==> src/rtl/epk_pkg.sv <==
`default_nettype none
package epk_pkg;

	localparam int unsigned GROUP_LEN = 7;
	localparam int unsigned QUEUE_DEPTH = 2;

	localparam logic [2:0] LAST_SLOT = 3'd6;
	localparam logic [6:0] TOP_FIRST_BIT = 7'h40;
	localparam logic [6:0] LOW_MASK = 7'h7f;

	localparam logic [3:0] MATCH_TEXT_END = 4'd9;
	localparam logic [3:0] MATCH_CAP_MAJOR = 4'd9;
	localparam logic [3:0] MATCH_SKIP_DOT = 4'd10;
	localparam logic [3:0] MATCH_CAP_TENS = 4'd11;
	localparam logic [3:0] MATCH_CAP_UNITS = 4'd12;
	localparam logic [3:0] MATCH_DONE = 4'd13;

	localparam logic [7:0] MAJOR_RESET = 8'h58;
	localparam logic [7:0] TENS_RESET = 8'h59;
	localparam logic [7:0] UNITS_RESET = 8'h5a;

	typedef logic [6:0] low_t;

	typedef struct packed {
		logic [6:0]            top;
		low_t [GROUP_LEN-1:0]  low;
		logic [2:0]            count;
		logic                  found;
		logic [7:0]            major;
		logic [7:0]            tens;
		logic [7:0]            units;
	} group_t;

	function automatic logic [7:0] match_char(input logic [3:0] step);
		logic [7:0] c;
		case (step)
			4'd0: c = 8'h56;
			4'd1: c = 8'h45;
			4'd2: c = 8'h52;
			4'd3: c = 8'h53;
			4'd4: c = 8'h49;
			4'd5: c = 8'h4f;
			4'd6: c = 8'h4e;
			4'd7: c = 8'h3a;
			4'd8: c = 8'h20;
			default: c = 8'h00;
		endcase
		return c;
	endfunction

endpackage
`default_nettype wire

==> src/rtl/epk_feed_if.sv <==
`default_nettype none
interface epk_feed_if;
	logic       valid;
	logic       ready;
	logic [7:0] data_byte;
	logic       final_byte;

	modport source (output valid, output data_byte, output final_byte, input ready);
	modport sink (input valid, input data_byte, input final_byte, output ready);
endinterface
`default_nettype wire

==> src/rtl/epk_result_if.sv <==
`default_nettype none
interface epk_result_if;
	logic       valid;
	logic       ready;
	logic [6:0] packed_byte;
	logic       group_end;
	logic       version_found;
	logic [7:0] version_major_char;
	logic [7:0] version_tens_char;
	logic [7:0] version_units_char;

	modport source (output valid, output packed_byte, output group_end,
		output version_found, output version_major_char,
		output version_tens_char, output version_units_char, input ready);
	modport sink (input valid, input packed_byte, input group_end,
		input version_found, input version_major_char,
		input version_tens_char, input version_units_char, output ready);
endinterface
`default_nettype wire

==> src/rtl/epk_front.sv <==
`default_nettype none
module epk_front (
	input  wire logic        clk,
	input  wire logic        arst_n,
	epk_feed_if.sink         feed,
	input  wire logic        full,
	output logic             push,
	output epk_pkg::group_t  group
);

	logic [6:0]         top_q;
	epk_pkg::low_t      store_q [epk_pkg::GROUP_LEN];
	logic [2:0]         fill_q;
	logic [3:0]         step_q;
	logic [7:0]         major_q;
	logic [7:0]         tens_q;
	logic [7:0]         units_q;

	logic               accept;
	logic [6:0]         top_n;
	logic [2:0]         fill_n;
	logic [3:0]         step_n;
	logic [7:0]         major_n;
	logic [7:0]         tens_n;
	logic [7:0]         units_n;
	logic               emit;

	assign feed.ready = !full;
	assign accept = feed.valid && feed.ready;

	always_comb begin
		step_n = step_q;
		major_n = major_q;
		tens_n = tens_q;
		units_n = units_q;
		if (step_q < epk_pkg::MATCH_TEXT_END) begin
			step_n = (feed.data_byte == epk_pkg::match_char(step_q)) ? step_q + 4'd1 : 4'd0;
		end else begin
			case (step_q)
				epk_pkg::MATCH_CAP_MAJOR: begin
					major_n = feed.data_byte;
					step_n = epk_pkg::MATCH_SKIP_DOT;
				end
				epk_pkg::MATCH_SKIP_DOT: step_n = epk_pkg::MATCH_CAP_TENS;
				epk_pkg::MATCH_CAP_TENS: begin
					tens_n = feed.data_byte;
					step_n = epk_pkg::MATCH_CAP_UNITS;
				end
				epk_pkg::MATCH_CAP_UNITS: begin
					units_n = feed.data_byte;
					step_n = epk_pkg::MATCH_DONE;
				end
				default: step_n = step_q;
			endcase
		end
	end

	always_comb begin
		top_n = top_q | (feed.data_byte[7] ? (epk_pkg::TOP_FIRST_BIT >> fill_q) : 7'd0);
		fill_n = fill_q + 3'd1;
		emit = (fill_q == epk_pkg::LAST_SLOT) || feed.final_byte;
		push = accept && emit;
		group.top = top_n;
		for (int i = 0; i < epk_pkg::GROUP_LEN; i++) begin
			group.low[i] = (3'(i) == fill_q) ? (feed.data_byte[6:0] & epk_pkg::LOW_MASK)
				: store_q[i];
		end
		group.count = fill_n;
		group.found = (step_n == epk_pkg::MATCH_DONE);
		group.major = major_n;
		group.tens = tens_n;
		group.units = units_n;
	end

	always_ff @(posedge clk or negedge arst_n) begin
		if (!arst_n) begin
			top_q <= '0;
			fill_q <= '0;
			step_q <= '0;
			major_q <= epk_pkg::MAJOR_RESET;
			tens_q <= epk_pkg::TENS_RESET;
			units_q <= epk_pkg::UNITS_RESET;
		end else if (accept) begin
			step_q <= step_n;
			major_q <= major_n;
			tens_q <= tens_n;
			units_q <= units_n;
			if (emit) begin
				top_q <= '0;
				fill_q <= '0;
			end else begin
				top_q <= top_n;
				fill_q <= fill_n;
			end
		end
	end

	always_ff @(posedge clk) begin
		if (accept) begin
			store_q[fill_q] <= feed.data_byte[6:0];
		end
	end

	a_fill_range: assert property (@(posedge clk) disable iff (!arst_n)
		fill_q <= epk_pkg::LAST_SLOT)
		else $error("fill count past group length");

endmodule
`default_nettype wire

==> src/rtl/epk_queue.sv <==
`default_nettype none
module epk_queue (
	input  wire logic             clk,
	input  wire logic             arst_n,
	input  wire logic             push,
	input  wire epk_pkg::group_t  wr_group,
	input  wire logic             pop,
	output epk_pkg::group_t       rd_group,
	output logic                  full,
	output logic                  empty
);

	localparam int unsigned PTR_W = $clog2(epk_pkg::QUEUE_DEPTH);
	localparam int unsigned CNT_W = $clog2(epk_pkg::QUEUE_DEPTH + 1);

	epk_pkg::group_t   mem [epk_pkg::QUEUE_DEPTH];
	logic [PTR_W-1:0]  wr_ptr_q;
	logic [PTR_W-1:0]  rd_ptr_q;
	logic [CNT_W-1:0]  count_q;

	assign full = (count_q == CNT_W'(epk_pkg::QUEUE_DEPTH));
	assign empty = (count_q == '0);
	assign rd_group = mem[rd_ptr_q];

	always_ff @(posedge clk or negedge arst_n) begin
		if (!arst_n) begin
			wr_ptr_q <= '0;
			rd_ptr_q <= '0;
			count_q <= '0;
		end else begin
			if (push) begin
				wr_ptr_q <= (wr_ptr_q == PTR_W'(epk_pkg::QUEUE_DEPTH - 1)) ? '0 : wr_ptr_q + 1'b1;
			end
			if (pop) begin
				rd_ptr_q <= (rd_ptr_q == PTR_W'(epk_pkg::QUEUE_DEPTH - 1)) ? '0 : rd_ptr_q + 1'b1;
			end
			if (push && !pop) begin
				count_q <= count_q + 1'b1;
			end else if (pop && !push) begin
				count_q <= count_q - 1'b1;
			end
		end
	end

	always_ff @(posedge clk) begin
		if (push) begin
			mem[wr_ptr_q] <= wr_group;
		end
	end

	a_no_overflow: assert property (@(posedge clk) disable iff (!arst_n)
		push |-> (!full || pop))
		else $error("group queue overflow");

	a_no_underflow: assert property (@(posedge clk) disable iff (!arst_n)
		pop |-> !empty)
		else $error("group queue underflow");

endmodule
`default_nettype wire

==> src/rtl/epk_back.sv <==
`default_nettype none
module epk_back (
	input  wire logic             clk,
	input  wire logic             arst_n,
	input  wire epk_pkg::group_t  group,
	input  wire logic             empty,
	output logic                  pop,
	epk_result_if.source          result
);

	epk_pkg::group_t  cur_q;
	logic             busy_q;
	logic [2:0]       pos_q;
	logic             out_valid_q;
	logic [6:0]       byte_q;
	logic             end_q;
	logic             found_q;
	logic [7:0]       major_q;
	logic [7:0]       tens_q;
	logic [7:0]       units_q;

	logic             advance;
	logic             last;
	logic [2:0]       low_idx;

	assign advance = !out_valid_q || result.ready;
	assign last = (pos_q == cur_q.count);
	assign pop = !empty && (!busy_q || (advance && last));
	assign low_idx = pos_q - 3'd1;

	always_ff @(posedge clk or negedge arst_n) begin
		if (!arst_n) begin
			busy_q <= 1'b0;
			pos_q <= '0;
			out_valid_q <= 1'b0;
		end else begin
			if (advance) begin
				out_valid_q <= busy_q;
			end
			if (pop) begin
				busy_q <= 1'b1;
				pos_q <= '0;
			end else if (advance && busy_q) begin
				pos_q <= pos_q + 3'd1;
				if (last) begin
					busy_q <= 1'b0;
				end
			end
		end
	end

	always_ff @(posedge clk) begin
		if (pop) begin
			cur_q <= group;
		end
		if (advance && busy_q) begin
			byte_q <= (pos_q == '0) ? cur_q.top : cur_q.low[low_idx];
			end_q <= last;
			found_q <= cur_q.found;
			major_q <= cur_q.major;
			tens_q <= cur_q.tens;
			units_q <= cur_q.units;
		end
	end

	assign result.valid = out_valid_q;
	assign result.packed_byte = byte_q;
	assign result.group_end = end_q;
	assign result.version_found = found_q;
	assign result.version_major_char = major_q;
	assign result.version_tens_char = tens_q;
	assign result.version_units_char = units_q;

	a_pos_in_group: assert property (@(posedge clk) disable iff (!arst_n)
		busy_q |-> (pos_q <= cur_q.count && cur_q.count != 3'd0))
		else $error("beat position past group size");

	a_pop_when_free: assert property (@(posedge clk) disable iff (!arst_n)
		(pop && busy_q) |-> (advance && last))
		else $error("group loaded over an unfinished one");

endmodule
`default_nettype wire

==> src/rtl/eight_to_seven_bit_packer.sv <==
`default_nettype none
// Packs 8-bit payload bytes into 7-bit-clean groups: a top-bits byte, then
// up to seven low bytes, with group_end on the last beat of each group and
// the captured version text carried on every beat. The front takes one input
// beat per cycle while its two-entry group queue has room; the back emits one
// output beat per cycle from the queue head while result.ready lets it, so a
// full group of seven input bytes gives eight output beats and a partial group
// flushed by final_byte gives one beat more than the bytes it holds, so the
// single-byte output channel bounds the sustained input rate. The first beat
// of a group passes the queue, then the back's group and output registers.
module eight_to_seven_bit_packer (
	input  wire logic      clk,
	input  wire logic      arst_n,
	epk_feed_if.sink       feed,
	epk_result_if.source   result
);

	epk_pkg::group_t  wr_group;
	epk_pkg::group_t  rd_group;
	logic             push;
	logic             pop;
	logic             full;
	logic             empty;

	epk_front u_front (
		.clk    (clk),
		.arst_n (arst_n),
		.feed   (feed),
		.full   (full),
		.push   (push),
		.group  (wr_group)
	);

	epk_queue u_queue (
		.clk      (clk),
		.arst_n   (arst_n),
		.push     (push),
		.wr_group (wr_group),
		.pop      (pop),
		.rd_group (rd_group),
		.full     (full),
		.empty    (empty)
	);

	epk_back u_back (
		.clk    (clk),
		.arst_n (arst_n),
		.group  (rd_group),
		.empty  (empty),
		.pop    (pop),
		.result (result)
	);

endmodule
`default_nettype wire

==> src/flat_wrapper.sv <==
// flat-port wrapper written by rule: the top's interface ports become plain ports
module eight_to_seven_bit_packer_flat 
  (clk, arst_n, feed_valid, feed_data_byte, feed_final_byte, feed_ready, result_valid, result_packed_byte, result_group_end, result_version_found, result_version_major_char, result_version_tens_char, result_version_units_char, result_ready);
  epk_feed_if feed_i ();
  epk_result_if result_i ();
  input  wire logic clk;
  input  wire logic arst_n;
  input wire logic [$bits(feed_i.valid)-1:0] feed_valid;
  input wire logic [$bits(feed_i.data_byte)-1:0] feed_data_byte;
  input wire logic [$bits(feed_i.final_byte)-1:0] feed_final_byte;
  output wire logic [$bits(feed_i.ready)-1:0] feed_ready;
  output wire logic [$bits(result_i.valid)-1:0] result_valid;
  output wire logic [$bits(result_i.packed_byte)-1:0] result_packed_byte;
  output wire logic [$bits(result_i.group_end)-1:0] result_group_end;
  output wire logic [$bits(result_i.version_found)-1:0] result_version_found;
  output wire logic [$bits(result_i.version_major_char)-1:0] result_version_major_char;
  output wire logic [$bits(result_i.version_tens_char)-1:0] result_version_tens_char;
  output wire logic [$bits(result_i.version_units_char)-1:0] result_version_units_char;
  input wire logic [$bits(result_i.ready)-1:0] result_ready;
  assign feed_i.valid = feed_valid;
  assign feed_i.data_byte = feed_data_byte;
  assign feed_i.final_byte = feed_final_byte;
  assign feed_ready = feed_i.ready;
  assign result_valid = result_i.valid;
  assign result_packed_byte = result_i.packed_byte;
  assign result_group_end = result_i.group_end;
  assign result_version_found = result_i.version_found;
  assign result_version_major_char = result_i.version_major_char;
  assign result_version_tens_char = result_i.version_tens_char;
  assign result_version_units_char = result_i.version_units_char;
  assign result_i.ready = result_ready;
  eight_to_seven_bit_packer u_core (.clk(clk), .arst_n(arst_n), .feed(feed_i), .result(result_i));
endmodule
==> config.mk <==
export PLATFORM = sky130hd
export DESIGN_NAME = eight_to_seven_bit_packer_flat
export DESIGN_NICKNAME = d
export VERILOG_FILES = /design/src/rtl/epk_pkg.sv /design/src/rtl/epk_feed_if.sv /design/src/rtl/epk_result_if.sv /design/src/rtl/epk_front.sv /design/src/rtl/epk_queue.sv /design/src/rtl/epk_back.sv /design/src/rtl/eight_to_seven_bit_packer.sv /design/src/flat_wrapper.sv
export SDC_FILE = /design/constraint.sdc
export NUM_CORES = 1
export LEC_CHECK = 0
export BUFFER_PORTS_ARGS = -buffer_cell sky130_fd_sc_hd__buf_2
export CAP_MARGIN = 20
export CORE_MARGIN = 2
export CORE_UTILIZATION = 62
export CTS_CLUSTER_SIZE = 12
export DETAILED_ROUTE_END_ITERATION = 10
export PLACE_DENSITY = 0.8
export SLEW_MARGIN = 30
export SYNTH_ARGS = -nofsm -noshare
export SYNTH_HDL_FRONTEND = slang
export SYNTH_SLANG_ARGS = --single-unit
==> constraint.sdc <==
create_clock -name clk -period 8.9 [get_ports clk]
set_clock_uncertainty 0.2 [all_clocks]
set_input_delay 1.335 -clock clk [delete_from_list [all_inputs] [get_ports clk]]
set_output_delay 1.335 -clock clk [all_outputs]
set_load 0.01 [all_outputs]
==> flow_metrics.tcl, run 1 <==
set metrics [dict create \
    outcome "finished, final reports clean" \
    cts_tree "yes" \
    yosysTopAreaCellShare_pct 66.0 \
    setup_violations 0 \
    path_clk_slew_ns 0.06 \
    slew_headroom_pct 37.6 \
    ys_ff_latch 381 \
    fin_area_um2 16900 \
    gp_congestion 0.788 \
    via_count 7871 \
    synth-main-ff-cell "edfxtp_1" \
    grt_max_degree 85 \
    cts.path.max_buffers 3 \
    setup.worst_path.class "in -> reg" \
    grt_pass1_vias 7842 \
    maxCapViolations 0 \
    synth-edff-count 334 \
    synth_top_cell_by_area "edfxtp_1" \
    detail-route-antenna-nets 0 \
    post_cts_buffers 0 \
    die_y_um 161 \
    htreeDepth 2 \
    seqCellArea_um2 11200 \
    synth_cell_type_count 51 \
    power.density_nw_per_um2 308 \
    rsz0062_at_grt "no" \
    diodes 0 \
    placed_cell_area_um2 15800 \
    cp-end-kind "flop" \
    firstDrtPassIters 6 \
    cts-root-buf "clkbuf_16" \
    insertion_delay_ns 0.52 \
    ys_seq_area_share_pct 73.8 \
    top_regs "u_core.u_queue.mem (168), u_core.u_back.cur_q (84), u_core.u_front.store_q (49)" \
    drt_iter0_markers 826 \
    ys.warnings.count 0 \
    dpl_worst_slack_ns 4.84 \
    hold_ws_ns 0.217 \
    dp.cells 1271 \
    cts.sinks 381 \
    fill_cells 1490 \
    cts_buffers 39 \
    fin_crit_sh_pct 39.5 \
    post-route-drc-count 0 \
    grt_pass1_wl_um 45100 \
    critPathSlowestCell "buf_4" \
    start_kind "input port" \
    syn-cell-area_um2 15200 \
    ctsHoldBuffers 0 \
    track_usage_pct 23.1 \
    largest-register "u_core.u_queue.mem" \
    max_slew.worst_pin.slew_ns 0.934 \
    peakVddDrop_v 0.000175 \
    antenna_found_initial 0 \
    die_w_um 161 \
    row_count 57 \
    min_path_type "reg -> reg" \
    crit_arrival_ns 3.46 \
    fp.dieArea_um2 25800 \
    synth.avg_cell_area_um2 16.3 \
    setup_tns_ns 0 \
    overflow 0 \
    areaGrowthSynthToFinish_pct 11.2 \
    critPathMaxFanout 49 \
    routed_wl_um 28700 \
    maxSlewViolCount 0 \
    period_needed_ns 3.52 \
    wl_per_cell_um 21.5 \
    core-area_um2 24200 \
    nets 1017 \
    port_buffers 47 \
    leakage_nw 6.10 \
    max_clock_freq_mhz 284 \
    largest_reg_flops 168 \
    path_buf_inv 3 \
    async_flop_share_pct 12.3 \
    floorplan.initialDensity_pct 62.9 \
    syn_nets 964 \
    layout.cells.non_filler 1336 \
    path_common_cell "buf_4" \
    multi_input_area_um2 3790 \
    hpwl_um 16800 \
    ios 48 \
    post_cts_resized 0 \
    fin_ws_ns 5.38 \
    syn_inst 935 \
    drive_above_1_share_pct 28.2 \
    worstPathRequired_ns 8.84 \
    hold_viol 0 \
    synthTopCellsByArea "edfxtp_1, mux2_2, dfrtp_1, nand2_1, dfstp_2" \
    crit_path_max_incr_delay_ns 0.67 \
    vias_per_cell 5.89 \
    crit_family "simple AND/OR/NAND/NOR gates" \
    path_cells "buf_2 > nand2_1 > buf_4 > nor2_2 > and2_4 > buf_4" \
]
Yosys cell counts, types with 8 or more instances:
master	count
nor2_1	25
o21ai_0	14
inv_1	11
dfrtp_1	36
edfxtp_1	334
clkbuf_1	32
mux2_2	145
ha_1	16
nand2_1	156
nand2b_1	14
nor2b_1	9
dfstp_2	11
a21oi_1	15
a22o_1	8
cell families after synthesis:
logic type      count (synthesis)  synth area share (%)
flops                         381                  73.8
simple gates                  233                  6.81
mux                           160                  12.3
compound gates                 75                  3.40
buf+inv                        57                  1.59
fa+ha+maj                      16                  1.32
xor+xnor                       13                 0.749
placed cells by master (no fill, tap or decap), drive strengths merged, types with 8 or more instances in the layout:
master    n
nor2b    10
nand2b   14
edfxtp  334
a21oi    16
clkbuf   59
nand2   156
buf      57
a22o      8
ha       16
dfstp    11
o21ai    19
dfrtp    36
inv      11
mux2    146
nor2     26
stage by stage:
stage	util [%]	power [mW]
2_1_floorplan	-	3.41
3_3_place_gp	65.1	3.71
3_5_place_dp	65.3	3.77
4_1_cts	69.9	5.24
5_1_grt	69.9	5.44
6_report	69.9	5.21
metal layers:
| metal | share of wire (%) | vias up | GRT usage [%] |
|---|---|---|---|
| met1 | 43 | 3952 | 34.3 |
| met2 | 47 | 307 | 35.7 |
| li1 | - | 3568 | - |
| met5 | 0 | - | 0 |
| met4 | 2.3 | 0 | 7.00 |
| met3 | 6.9 | 44 | 4.26 |
report_power, final:
| part | switching (mW) | internal [mW] |
|---|---|---|
| Sequential | 0.164 | 2.39 |
| Combinational | 0.715 | 0.481 |
| Clock | 0.613 | 0.844 |
| Total | 1.49 | 3.72 |
final timing paths:
| kind | start | to | slack (ns) | cells past startpoint |
|---|---|---|---|---|
| max | feed_valid | u_core.u_queue.mem[1][75]$_DFFE_PP_ | 5.38 | 6 |
| min | u_core.u_back.cur_q[22]$_DFFE_PP_ | u_core.u_back.result.version_major_char[6]$_DFFE_PP_ | 0.22 | 0 |
| max reg2reg | u_core.u_front.fill_q[0]$_DFFE_PN0P_ | u_core.u_queue.mem[1][75]$_DFFE_PP_ | 5.46 | 6 |
| min reg2reg | u_core.u_back.cur_q[22]$_DFFE_PP_ | u_core.u_back.result.version_major_char[6]$_DFFE_PP_ | 0.22 | 0 |
| max in group asynchronous | arst_n | u_core.u_queue.rd_ptr_q$_DFFE_PN0P_ | 7.31 | 2 |
| min in group asynchronous | arst_n | u_core.u_back.pos_q[1]$_DFFE_PN0P_ | 0.70 | 2 |
final cells by class:
class                           instances  share of cell area [%]
Sequential cell                       381                    66.4
Timing Repair Buffer                   57                    1.86
Inverter                               12                   0.274
Clock inverter                          6                   0.178
Multi-Input combinational cell        497                    22.4
Tap cell                              324                    2.40
Clock buffer                           59                    6.47
(Power assumes the default switching activity.)
==> inputs of run 2 (changes only) <==
- CORE_UTILIZATION: 62 -> 56
- PLACE_DENSITY: 0.8 -> 0.76
- clock period: 8.9 -> 2.9 ns (I/O delays scaled with it)
==> run 2 against run 1 <==
Against the previous run: critical endpoint is now u_core.u_queue.mem[1][24]$_DFFE_PP_; largest cell class unchanged; largest power group unchanged; critical path type is now reg -> reg; utilization down 6.0 points; worst setup slack lost 5.2 ns; cell area is 1.3% higher; critical path depth is 1 higher; worst hold slack got worse by 0.16 ns; highest routed layer unchanged.
==> flow_metrics.tcl, run 2 (synthesis results as in run 1) <==
set metrics [dict create \
    outcome "finished, final reports clean" \
    critPathMaxFanout 9 \
    wl_met1_um 12000 \
    largest_reg_flops 168 \
    track_usage_pct 20.6 \
    min_path_type "in -> reg" \
    floorplan.initialDensity_pct 56.7 \
    power.density_nw_per_um2 936 \
    top_regs "u_core.u_queue.mem (168), u_core.u_back.cur_q (84), u_core.u_front.store_q (49)" \
    peakVddDrop_v 0.000530 \
    htreeDepth 2 \
    areaGrowthSynthToFinish_pct 12.7 \
    diodes 0 \
    firstDrtPassIters 5 \
    hpwl_um 17800 \
    max_slew.worst_pin.slew_ns 0.714 \
    slew_headroom_pct 52.3 \
    switching_power_mw 4.58 \
    dpl_worst_slack_ns 0.263 \
    setup_tns_ns 0 \
    path_clk_slew_ns 0.06 \
    ios 48 \
    cp-end-kind "flop" \
    post_cts_resized 0 \
    period_needed_ns 2.67 \
    multi_input_area_um2 3790 \
    post-route-drc-count 0 \
    grt_pass1_wl_um 44900 \
    post_cts_buffers 0 \
    row_count 60 \
    die_y_um 169 \
    maxSlewViolCount 0 \
    combPwrFrac_pct 24.3 \
    wl_met3_um 1730 \
    drt_iter0_markers 709 \
    fp.dieArea_um2 28500 \
    cts.path.max_buffers 3 \
    port_buffers 47 \
    routed_wl_um 28600 \
    wl_per_cell_um 20.8 \
    switching_share_pct 28.6 \
    p_int_mw 11.4 \
    crit_arrival_ns 2.81 \
    via_count 7895 \
    setup_violations 0 \
    mostFrequentLayoutCells "edfxtp_1, nand2_1, mux2_2" \
    fin_ws_ns 0.232 \
    finalPower_mw 16.0 \
    antenna_found_initial 1 \
    grt_max_degree 64 \
    overflow 0 \
    clkPwrFrac_pct 27.0 \
    max_clock_freq_mhz 375 \
    start_kind "flop" \
    cts-root-buf "clkbuf_16" \
    core-area_um2 26800 \
    insertion_delay_ns 0.52 \
    fill_cells 1801 \
    cts_buffers 39 \
    drive_above_1_share_pct 29.5 \
    fin_crit_sh_pct 92.0 \
    utilization_pct 63.9 \
    hold_ws_ns 0.0568 \
    leakage_nw 6.21 \
    maxCapViolations 0 \
    die_w_um 169 \
    wl_met2_um 13900 \
    layout_commonest_cell "edfxtp_1" \
    seq_power_share_pct 48.7 \
    gp_congestion 0.795 \
    highest_layer "met4" \
    hold_viol 0 \
    seqCellArea_um2 11200 \
    vias_per_cell 5.75 \
    setup.worst_path.class "reg -> reg" \
    cts.sinks 381 \
    rsz0062_at_grt "no" \
    nets 1041 \
    largest-register "u_core.u_queue.mem" \
    cts_tree "yes" \
    worstPathRequired_ns 3.04 \
    detail-route-antenna-nets 0 \
    grt_pass1_vias 8105 \
]
run 2: cell count changes in the layout (fill, tap and decap cells not counted), moves of 3 or more:
cell / previous run / this run
buf_4: 9 / 27
buf_12: 0 / 6
nor3_2: 4 / 0
nor3_1: 2 / 5
nor4_1: 1 / 4
run 2: timing repair:
| item | 4_1_cts | 5_1_grt |
|---|---|---|
| hold endpoints to repair | 19 | 0 |
| hold buffers | 1 | 0 |
| setup endpoints to repair | 0 | 0 |
run 2: per-stage QoR:
step                      cell area [um2]  std cells
after CTS                           17100       1374
after floorplan                     15300        935
after detailed placement            16000       1311
after global placement              16000       1311
final                               17100       1374
after global routing                17100       1374
run 2: final timing paths:
path / slack (ns) / end / depth (start not counted) / startpoint
setup / recovery: 0.23 / u_core.u_queue.mem[1][24]$_DFFE_PP_ / 7 / u_core.u_front.step_q[0]$_DFFE_PN0P_
hold / removal: 0.06 / u_core.u_back.pos_q[2]$_DFFE_PN0P_ / 4 / result_ready
setup reg to reg: 0.23 / u_core.u_queue.mem[1][24]$_DFFE_PP_ / 7 / u_core.u_front.step_q[0]$_DFFE_PN0P_
hold reg to reg: 0.22 / u_core.u_back.result.version_units_char[2]$_DFFE_PP_ / 0 / u_core.u_back.cur_q[2]$_DFFE_PP_
max in group asynchronous: 1.45 / u_core.u_front.units_q[1]$_DFFE_PN1P_ / 3 / arst_n
min in group asynchronous: 0.31 / u_core.u_front.major_q[2]$_DFFE_PN0P_ / 2 / arst_n
run 2: power groups by stage:
stage	sequential, mW	clock, mW	combinational, mW
2_1_floorplan	7.74	0	2.76
3_3_place_gp	7.85	0	3.80
3_5_place_dp	7.91	0	3.89
4_1_cts	7.80	4.41	3.93
5_1_grt	7.89	4.62	4.25
6_report	7.80	4.33	3.90
run 2: layout make-up:
type | count | share of cell area, %
sequential | 381 | 65.5
multi-input combinational | 497 | 22.1
timing repair buffer | 81 | 3.32
clock buffer | 57 | 6.09
tap | 341 | 2.49
inverter | 12 | 0.299
clock inverter | 5 | 0.175
run 2: critical path: stages, from the launching register on:
cell      delay (ns)
dfrtp_1         0.48
inv_1           0.17
ha_1            0.30
a211oi_1        0.30
xor2_1          0.14
nor4_4          0.45
a41oi_1         0.24
a211oi_2        0.21
run 2: per-layer routing:
layer | up-vias | track usage, %
met4 | 0 | 7.76
li1 | 3623 | -
met1 | 3956 | 28.0
met2 | 255 | 34.1
met5 | - | 0
met3 | 61 | 3.44
